`config.mk`:
```
export PLATFORM = sky130hd
export DESIGN_NAME = pexe_front
export DESIGN_NICKNAME = d
export VERILOG_FILES = /design/src/hdl/pexe_pkg.sv /design/src/hdl/pexe_front.sv
export SDC_FILE = /design/constraint.sdc
export NUM_CORES = 1
export LEC_CHECK = 0
export BUFFER_PORTS_ARGS = -buffer_cell sky130_fd_sc_hd__buf_2
export CAP_MARGIN = 20
export CORE_MARGIN = 10
export CORE_UTILIZATION = 30
export CTS_CLUSTER_SIZE = 8
export DETAILED_ROUTE_END_ITERATION = 10
export GPL_TIMING_DRIVEN = 0
export PLACE_DENSITY = 0.59
export SLEW_MARGIN = 20
export SYNTH_ARGS = -nofsm -noshare
export SYNTH_HDL_FRONTEND = slang
export SYNTH_SLANG_ARGS = --single-unit
```
`constraint.sdc`:
```
create_clock -name clk -period 5.4 [get_ports clk]
set_clock_uncertainty 0.15 [all_clocks]
set_input_delay 0.27 -clock clk [delete_from_list [all_inputs] [get_ports clk]]
set_output_delay 0.27 -clock clk [all_outputs]
set_load 0.02 [all_outputs]
```
`src/hdl/pexe_pkg.sv`:
```
// Shared types and constants for the prefix expression evaluator.
// No dependencies; imported by every module of the block.
package pexe_pkg;

	localparam int DEF_STACK_DEPTH = 128;
	localparam int DEF_QUEUE_DEPTH = 4;
	localparam int WORD_W = 32;

	localparam logic [7:0] CHAR_ZERO  = 8'h30;
	localparam logic [7:0] CHAR_NINE  = 8'h39;
	localparam logic [7:0] CHAR_PLUS  = 8'h2B;
	localparam logic [7:0] CHAR_MINUS = 8'h2D;
	localparam logic [7:0] CHAR_STAR  = 8'h2A;
	localparam logic [7:0] CHAR_SLASH = 8'h2F;

	localparam logic [WORD_W-1:0] EMPTY_VALUE = '1;

	typedef struct packed {
		logic [7:0] symbol;
		logic       final_req;
	} item_t;

	typedef struct packed {
		logic signed [WORD_W-1:0] answer;
		logic                     underflow;
		logic                     overflow;
		logic                     divide_by_zero;
	} result_t;

	typedef enum logic [2:0] {
		OP_NONE,
		OP_DIGIT,
		OP_ADD,
		OP_SUB,
		OP_MUL,
		OP_DIV
	} op_t;

	typedef struct packed {
		op_t        op;
		logic [3:0] digit;
		logic       final_req;
	} cmd_t;

	typedef struct packed {
		logic              done;
		logic [WORD_W-1:0] quotient;
	} div_rsp_t;

	typedef enum logic [2:0] {
		ST_IDLE,
		ST_POP_A,
		ST_POP_B,
		ST_EXEC,
		ST_DIV,
		ST_PUSH,
		ST_FIN,
		ST_EMIT
	} exec_state_t;

endpackage

```
`src/hdl/pexe_front.sv`:
```
// Front end: input register and character classification.
// Depends on pexe_pkg; feeds pexe_queue.
module pexe_front (
	input  logic           clk,
	input  logic           arst_n,
	input  logic           item_valid,
	output logic           item_stall,
	input  pexe_pkg::item_t item,
	input  logic           q_full,
	output logic           q_push,
	output pexe_pkg::cmd_t q_cmd
);
	import pexe_pkg::*;

	logic       valid_s1;
	cmd_t       cmd_s1;
	cmd_t       cmd_new;
	logic [7:0] sym_off;
	logic       drop;
	logic       advance;

	always_comb begin
		sym_off = item.symbol - CHAR_ZERO;
		cmd_new.digit = sym_off[3:0];
		cmd_new.final_req = item.final_req;
		case (item.symbol) inside
			[CHAR_ZERO:CHAR_NINE]: cmd_new.op = OP_DIGIT;
			CHAR_PLUS:             cmd_new.op = OP_ADD;
			CHAR_MINUS:            cmd_new.op = OP_SUB;
			CHAR_STAR:             cmd_new.op = OP_MUL;
			CHAR_SLASH:            cmd_new.op = OP_DIV;
			default:               cmd_new.op = OP_NONE;
		endcase
	end

	// ignored characters that do not end an expression never reach the queue
	assign drop = (cmd_s1.op == OP_NONE) && !cmd_s1.final_req;
	assign advance = valid_s1 && (drop || !q_full);
	assign item_stall = valid_s1 && !advance;
	assign q_push = valid_s1 && !drop && !q_full;
	assign q_cmd = cmd_s1;

	always_ff @(posedge clk or negedge arst_n) begin
		if (!arst_n) begin
			valid_s1 <= 1'b0;
		end else if (item_valid && !item_stall) begin
			valid_s1 <= 1'b1;
		end else if (advance) begin
			valid_s1 <= 1'b0;
		end
	end

	always_ff @(posedge clk) begin
		if (item_valid && !item_stall) begin
			cmd_s1 <= cmd_new;
		end
	end

endmodule

```
==> metrics <==
CTS root buf=clkbuf_4; Hold Path Stages=1; Synth Register Bits=9; count of buffers from port buffering=22; final worst path period share=0.386; Arr. time, crit path=1.82 ns; H-Tree Depth=1; Worst Setup EP=q_cmd[4]$_DFFE_PP_; Rows=13; vias per std cell=4.69; Die Span X=56.5 µm; die height=56.5 µm; Crit Path Class=register to register; first-pass GRT wire length=1.52 mm; status=completed; TritonCTS clock tree=done; final WL=approximately 890 µm; Placer Congestion=0.669; clock latency at the later pin of the worst-skew pair=0.25 ns; Post-Syn Area per Cell=around 16 µm²; Crit. Startpoint=q_cmd[6]$_SDFFCE_PP0P_; dpl ws=3.30 ns; CP required=a little over 5 ns; Post-Syn Nets=38; CTS max path bufs=2; die area=3200 µm²; Sink Count=9; GR Util met2=0.0768; leakage=0.000241 µW; grt peak-use layer=met4; buffer count from post-CTS setup fixing=0; Nets=66; Detail Placement HPWL=about 730 µm; Setup TNS=0 ns; Reg clk slew, reported paths=about 0.060 ns; number of iterations in the first detailed-routing pass=4; worst r2r src=q_cmd[6]$_SDFFCE_PP0P_; First DRT Iteration DRCs=7; Slew Limit Headroom=0.486; top post-synthesis cells by area=edfxtp_1 (60%), dfrtp_1 (6.3%), nor4b_1 (4.4%); Antenna Violating Nets Remaining=0; Synth area leader=edfxtp_1; Initial Util=0.312; CP max FO=8; number of failing hold endpoints at the final stage=0; Area Growth Syn to Fin=41.2%; VDD IR max=89.9 µV; Inserted Clock Buffers=3; unrepaired setup endpoints after global routing=false; core area=1280 µm²; cell area power density=274 nW/µm²; ANT cells=0; slew at the pin closest to its max-slew limit=0.767 ns; R2R setup slack=3.31 ns; fmax=approximately 480 MHz; DRC viols=0; M1 GR Usage=0.0611; Global Route Usage Sum=0.0655; Vias=314; pin count of the biggest net entering global routing=9; vias in the first global route=322; Netlist Area Pre-Place=400 µm²; Fillers=126; part of the Yosys area used for sequential elements=0.662; M3 GR Usage=0.0472; max-slew violation count=0; Worst Setup End Kind=register; Synth cell types=17; max_cap viols=0; initial antenna violation count=0; post-synth top area share=0.600; routed len/inst=13.3 µm; CP Launch Type=register; RR Endpoint=q_cmd[4]$_DFFE_PP_; share of layout cells above drive strength 1=0.577; FF-to-FF path depth=2; Ys Warns=0; Worst Hold Class=input pin to register; cell count after synthesis=25; Total Power=155 µW; final setup fails=0; # IOs=23; Final WS setup=around 3.3 ns; post-route minimum period=2.09 ns; GRT overflow=0
## final cells by class
class | instances | area, µm² | area share
well taps | 15 | 18.8 | 0.0332
inverters | 1 | 3.75 | 0.00664
flip-flops and latches | 9 | 265 | 0.469
clock buffers | 4 | 26.3 | 0.0465
multi-input cells | 15 | 131 | 0.232
repair buffers | 23 | 120 | 0.212
## worst max-delay path, stage by stage (launching register included)
cell and delay (ns):
edfxtp_1 0.38, or4_4 0.56, a31oi_1 0.62
## Yosys cell counts
cell,instances
nand2b_1,1
and3_2,1
dfrtp_1,1
or3b_4,1
and3b_2,1
inv_1,1
or4_4,1
a31oi_1,1
a31o_1,1
xor2_1,1
o21ai_0,1
o2bb2ai_1,1
edfxtp_1,8
nor4b_1,2
and4bb_2,1
nand4b_1,1
xnor2_1,1
## per-layer routing
layer,part of all wire,vias to the layer above
li1,-,156
met1,0.42,141
met2,0.44,15
met3,0.097,2
met4,0.038,0
met5,0,-
## layout by cell type (no fill, tap or decap), drive strengths merged
cell / instances
inv: 1
xnor2: 1
and4bb: 1
nand4b: 1
edfxtp: 8
or3b: 1
dfrtp: 1
xor2: 1
or4: 1
o2bb2ai: 1
dlygate4sd3: 1
buf: 22
nor4b: 2
clkbuf: 4
nand2b: 1
and3: 1
and3b: 1
a31oi: 1
o21ai: 1
a31o: 1
## through the flow
stage               cell area (µm²)   util  instances  hold slack (ns)
floorplan                       400      -         25           -0.176
finish                          566  0.440         67           0.0419
global placement                529  0.412         62           -0.105
CTS                             566  0.440         67           0.0289
global route                    566  0.440         67           0.0105
detailed placement              529  0.412         62           -0.102
## worst min-delay path by stage
stage,from,to,slack (ns)
2_1_floorplan,arst_n,valid_s1$_DFFE_PN0P_,-0.18
3_3_place_gp,arst_n,valid_s1$_DFFE_PN0P_,-0.11
3_5_place_dp,arst_n,valid_s1$_DFFE_PN0P_,-0.10
4_1_cts,item[0],q_cmd[0]$_DFFE_PP_,0.03
5_1_grt,item[0],q_cmd[0]$_DFFE_PP_,0.01
6_report,item[0],q_cmd[0]$_DFFE_PP_,0.04
## timing repair
action	CTS	global route
resized for setup	0	0
hold buffers	1	0
setup endpoints to repair	0	0
endpoints found under the hold margin	1	0
## logic make-up (layout without fill, tap and decap cells)
family | count (synthesis) | in the layout | share of synthesized area
buf+inv | 1 | 28 | 0.00937
simple gates | 9 | 9 | 0.213
flops | 9 | 9 | 0.662
xor+xnor | 2 | 2 | 0.0438
compound gates | 4 | 4 | 0.0719
## registers in the layout, indices dropped and copies added (netlist names)
signal and cells:
q_cmd 8, valid_s1 1
## where the power goes
part | internal [µW] | switching, µW
registers | 80.5 | 1.58
logic | 10.7 | 13.6
clock network | 28.3 | 20.6
Power figures use the tool's default switching activity.
