## src/hdl/pexe_pkg.sv

```systemverilog
// Shared types and constants for the prefix expression evaluator.
// No dependencies; imported by every module of the block.
package pexe_pkg;

	localparam int DEF_STACK_DEPTH = 128;
	localparam int DEF_QUEUE_DEPTH = 4;
	localparam int WORD_W = 32;

	localparam logic [7:0] CHAR_ZERO  = 8'h30;
	localparam logic [7:0] CHAR_NINE  = 8'h39;
	localparam logic [7:0] CHAR_PLUS  = 8'h2B;
	localparam logic [7:0] CHAR_MINUS = 8'h2D;
	localparam logic [7:0] CHAR_STAR  = 8'h2A;
	localparam logic [7:0] CHAR_SLASH = 8'h2F;

	localparam logic [WORD_W-1:0] EMPTY_VALUE = '1;

	typedef struct packed {
		logic [7:0] symbol;
		logic       final_req;
	} item_t;

	typedef struct packed {
		logic signed [WORD_W-1:0] answer;
		logic                     underflow;
		logic                     overflow;
		logic                     divide_by_zero;
	} result_t;

	typedef enum logic [2:0] {
		OP_NONE,
		OP_DIGIT,
		OP_ADD,
		OP_SUB,
		OP_MUL,
		OP_DIV
	} op_t;

	typedef struct packed {
		op_t        op;
		logic [3:0] digit;
		logic       final_req;
	} cmd_t;

	typedef struct packed {
		logic              done;
		logic [WORD_W-1:0] quotient;
	} div_rsp_t;

	typedef enum logic [2:0] {
		ST_IDLE,
		ST_POP_A,
		ST_POP_B,
		ST_EXEC,
		ST_DIV,
		ST_PUSH,
		ST_FIN,
		ST_EMIT
	} exec_state_t;

endpackage

```

## src/hdl/pexe_queue.sv

```systemverilog
// Command queue between front end and execution unit.
// Depends on pexe_pkg.
module pexe_queue #(
	parameter int DEPTH = pexe_pkg::DEF_QUEUE_DEPTH
) (
	input  logic           clk,
	input  logic           arst_n,
	input  logic           push,
	input  pexe_pkg::cmd_t cmd_in,
	output logic           full,
	output logic           valid,
	output pexe_pkg::cmd_t cmd_out,
	input  logic           pop
);
	import pexe_pkg::*;

	localparam int PW = (DEPTH > 1) ? $clog2(DEPTH) : 1;
	localparam int CW = $clog2(DEPTH + 1);
	localparam logic [PW-1:0] LAST = PW'(DEPTH - 1);
	localparam logic [CW-1:0] FULL_CNT = CW'(DEPTH);

	cmd_t          entry_q [DEPTH];
	logic [PW-1:0] wr_ptr_q;
	logic [PW-1:0] rd_ptr_q;
	logic [CW-1:0] cnt_q;
	logic          do_push;
	logic          do_pop;

	assign full = (cnt_q == FULL_CNT);
	assign valid = (cnt_q != '0);
	assign cmd_out = entry_q[rd_ptr_q];
	assign do_push = push && !full;
	assign do_pop = pop && valid;

	always_ff @(posedge clk or negedge arst_n) begin
		if (!arst_n) begin
			wr_ptr_q <= '0;
			rd_ptr_q <= '0;
			cnt_q <= '0;
		end else begin
			if (do_push) begin
				wr_ptr_q <= (wr_ptr_q == LAST) ? '0 : wr_ptr_q + PW'(1);
			end
			if (do_pop) begin
				rd_ptr_q <= (rd_ptr_q == LAST) ? '0 : rd_ptr_q + PW'(1);
			end
			case ({do_push, do_pop})
				2'b10:   cnt_q <= cnt_q + CW'(1);
				2'b01:   cnt_q <= cnt_q - CW'(1);
				default: cnt_q <= cnt_q;
			endcase
		end
	end

	always_ff @(posedge clk) begin
		if (do_push) begin
			entry_q[wr_ptr_q] <= cmd_in;
		end
	end

endmodule

```

## config.mk

```make
export PLATFORM = sky130hd
export DESIGN_NAME = pexe_queue
export DESIGN_NICKNAME = d
export VERILOG_FILES = /design/src/hdl/pexe_pkg.sv /design/src/hdl/pexe_queue.sv
export SDC_FILE = /design/constraint.sdc
export NUM_CORES = 1
export LEC_CHECK = 0
export ABC_CLOCK_PERIOD_IN_PS = 4550
export BUFFER_PORTS_ARGS = -buffer_cell sky130_fd_sc_hd__clkbuf_2
export CAP_MARGIN = 0
export CORE_MARGIN = 3
export CORE_UTILIZATION = 44
export CTS_BUF_LIST = sky130_fd_sc_hd__clkbuf_8
export CTS_CLUSTER_SIZE = 20
export DETAILED_ROUTE_END_ITERATION = 7
export HOLD_SLACK_MARGIN = 0.05
export RECOVER_POWER = 50
export SYNTH_ARGS = -nofsm -noshare
export SYNTH_HDL_FRONTEND = slang
export SYNTH_SLANG_ARGS = --single-unit
```

## constraint.sdc

```tcl
create_clock -name clk -period 4.55 [get_ports clk]
set_clock_uncertainty 0.05 [all_clocks]
set_input_delay 0.6825 -clock clk [delete_from_list [all_inputs] [get_ports clk]]
set_output_delay 0.6825 -clock clk [all_outputs]
set_load 0.03 [all_outputs]
```

==> flow_summary.toml <==
[sta]
rsz0062_at_grt = "no"
finalHoldWorstSlack_ns = 0.231
clock.fmax_mhz = 402
setup_viol = 0
timing_max_transition_violations_final = 0
worst_max_slew_pin_slew_ns = 0.564
hold_viol_final = 0
timing.max_slew.rel_slack = 0.624
finalCritPeriodShare = 0.547
tns_ns = 0
min_period_ns = 2.49

[clocking]
worstSkewPairLatency_ns = 0.29
cts_setup_buffers = 0
numCtsBuffers = 5
maximum_root_to_sink_buffer_count = 2
htree_num_levels = 2
cts-hold-fix-buffers = 0
clock-sinks = 39
clkTransAtPathRegs_ns = 0.07
tritoncts = "built"
post_cts_resized = 0
clock_tree.root_cell = "sky130_fd_sc_hd__clkbuf_8"

[floorplan]
die_boundary_width_um = 66.5
die_h_um = 66.5
initial_utilization = 0.468
pin_count = 22
dieArea_mm2 = 0.00442
design.core.area_mm2 = 0.00344
std_cell_rows = 21

[synthesis]
synthArstFlopShare = 0.179
top_cell_types_by_occurrence_after_synthesis = "sky130_fd_sc_hd__edfxtp_1 (32), sky130_fd_sc_hd__inv_1 (8), sky130_fd_sc_hd__mux4_2 (8)"
yosys.cell_count.top_type = "sky130_fd_sc_hd__edfxtp_1"
mappedNetlistArea_mm2 = 0.00161
synth-seq-cells = 39
synthDistinctLibCells = 19
synth_top_cells_by_area = "sky130_fd_sc_hd__edfxtp_1 (60%), sky130_fd_sc_hd__mux4_2 (11%), sky130_fd_sc_hd__dfrtp_1 (11%), sky130_fd_sc_hd__ha_1 (4.7%), sky130_fd_sc_hd__and3_2 (1.9%)"
synthesis.instances = 83
postSynth.topFlopCell = "sky130_fd_sc_hd__edfxtp_1"
synth.top_cell.area_share = 0.596
yosysSeqAreaShare = 0.705
synth_enable_flop_cells = 32
postSynthAreaPerCell_um2 = 19.4
synth_top_cell_by_area = "sky130_fd_sc_hd__edfxtp_1"
yosys_warnings = 0
syn_nets = 102

[pwr]
leakage_nw = 0.721
power.density_mw_per_mm2 = 687
power.ir.vdd_worst_mv = 0.271

[drt]
route.detailed.drc = 0
drt_pre_antenna_iters = 4
drt-vias-per-instance = 4.96
detailed_route_wl_um = 2350
wl_per_cell_um = 15.1
via_count_of_the_routed_design = 774
number_of_drc_markers_in_iteration_0 = 24
antenna_violating_nets_left = 0

[final_layout]
summed_area_of_non_filler_cells_in_the_final_layout_mm2 = 0.00186
final_layout_size_suffix_gt1_frac = 0.318
num_antenna_cells = 0
final_nets = 128
layout_overhead_on_the_synthesized_area_pct = 15.2

[worst_setup_path]
worstRegToRegCells = 9
maximum_fanout_count_along_the_critical_path = 11
cp_slowest_cell = "sky130_fd_sc_hd__dfrtp_1"
data_arrival_time_at_the_worst_slack_endpoint_ns = 1.76
end_kind = "output pin"
timing.critical_path.required_ns = 3.82
ordered_list_of_cells_on_the_worst_path = "mux4_2 -> clkbuf_2"
regToRegSetupSlack_ns = 2.24
crit_path_max_incr_delay_ns = 0.70
critical_path_buf_inv_count = 1
critPathKind = "register to output pin"
cp-startpoint = "rd_ptr_q[0]"
critPathLaunchType = "register"
r2r-end = "cnt_q[2]"
reg2reg_from = "cnt_q[0]"
cp_top_family = "flip-flops"

[global_routing]
maximum_number_of_pins_on_one_net_before_global_route_repair = 13
grt_util_all_layers = 0.133
grt_antenna_before_repair = 0
first_global_vias = 841
grt_first_pass_wirelength_um = 4020
grt_overflow_total = 0

[placement]
post-dp-hpwl_um = 1670
number_of_port_buffers = 21
detailed_place.area_mm2 = 0.00177
routabilityCongestion = 0.669

[job]
drv.max_cap_violation_count = 0

[run_status]
outcome = "finished, final reports clean"

[worst_hold_path]
min_path_type = "input port to asynchronous set/reset pin"
worst reg2reg max path, stage by stage, from the launching register on:
cell and delay, ns:
sky130_fd_sc_hd__dfrtp_1 0.42, sky130_fd_sc_hd__or3b_1 0.48, sky130_fd_sc_hd__and2_4 0.22, sky130_fd_sc_hd__inv_1 0.05, sky130_fd_sc_hd__ha_1 0.17, sky130_fd_sc_hd__inv_1 0.06
sky130_fd_sc_hd__fa_1 0.37, sky130_fd_sc_hd__xor2_1 0.15, sky130_fd_sc_hd__nor2_1 0.12, sky130_fd_sc_hd__xor2_1 0.15
metal layers:
| layer | global-route usage | wire length (um) | up-vias |
|---|---|---|---|
| li1 | - | - | 365 |
| met1 | 0.159 | 1060 | 381 |
| met3 | 0.0422 | 129 | 8 |
| met5 | 0 | 0 | - |
| met2 | 0.202 | 1090 | 20 |
| met4 | 0.0914 | 70 | 0 |
placed cells by master, fill, tap and decap left out, types with 2 or more instances in the layout:
cell / count
sky130_fd_sc_hd__and3_1: 2
sky130_fd_sc_hd__ha_1: 6
sky130_fd_sc_hd__mux2_4: 2
sky130_fd_sc_hd__edfxtp_1: 32
sky130_fd_sc_hd__nor2_1: 3
sky130_fd_sc_hd__clkbuf_2: 12
sky130_fd_sc_hd__mux4_2: 8
sky130_fd_sc_hd__and3_2: 2
sky130_fd_sc_hd__dfrtp_1: 7
sky130_fd_sc_hd__mux2_2: 2
sky130_fd_sc_hd__clkbuf_1: 9
sky130_fd_sc_hd__inv_1: 8
sky130_fd_sc_hd__xor2_1: 2
sky130_fd_sc_hd__clkbuf_8: 5
through the flow:
step	power (mW)	setup slack, ns	utilization	instances
finish	1.28	2.06	0.539	156
CTS	1.30	1.99	0.544	156
floorplan	0.912	2.44	-	83
global route	1.36	1.90	0.539	156
global placement	1.01	2.32	0.513	148
detailed placement	1.03	2.30	0.513	148
flip-flops by register name, indices dropped and copies added, names as in the netlist:
register,flops
cnt_q,3
entry_q,32
rd_ptr_q,2
wr_ptr_q,2
cell families (layout without fill, tap and decap cells):
group,count (synthesis),after routing,synth area share
xor gates and xnor gates,3,3,0.0163
and+or+nand+nor,11,11,0.0450
muxes,13,13,0.151
adders and majority gates,7,7,0.0590
buffers and inverters,10,37,0.0241
DFF,39,39,0.705
worst max-delay path by stage:
stage,end,cells past startpoint
after floorplan,cnt_q[2],9
after global placement,cmd_out[6],2
after detailed placement,cnt_q[2],9
after CTS,cmd_out[5],2
after global routing,cmd_out[6],2
final,cmd_out[6],2
final cells by class:
cell class	instances	area, um^2
sequential	39	1140
clock buffer	5	68.8
inverter	8	30.0
multi-input combinational	34	432
clock inverter	3	38.8
fill	288	1590
tap	46	57.6
timing repair buffer	21	93.8
power by group:
part / total [mW] / switching (mW) / leakage, nW / internal [mW]
Sequential: 0.557 / 0.0736 / 0.375 / 0.484
Combinational: 0.444 / 0.246 / 0.290 / 0.198
Clock: 0.275 / 0.114 / 0.0556 / 0.160
Total: 1.28 / 0.434 / 0.721 / 0.841
Power figures use the tool's default switching activity.
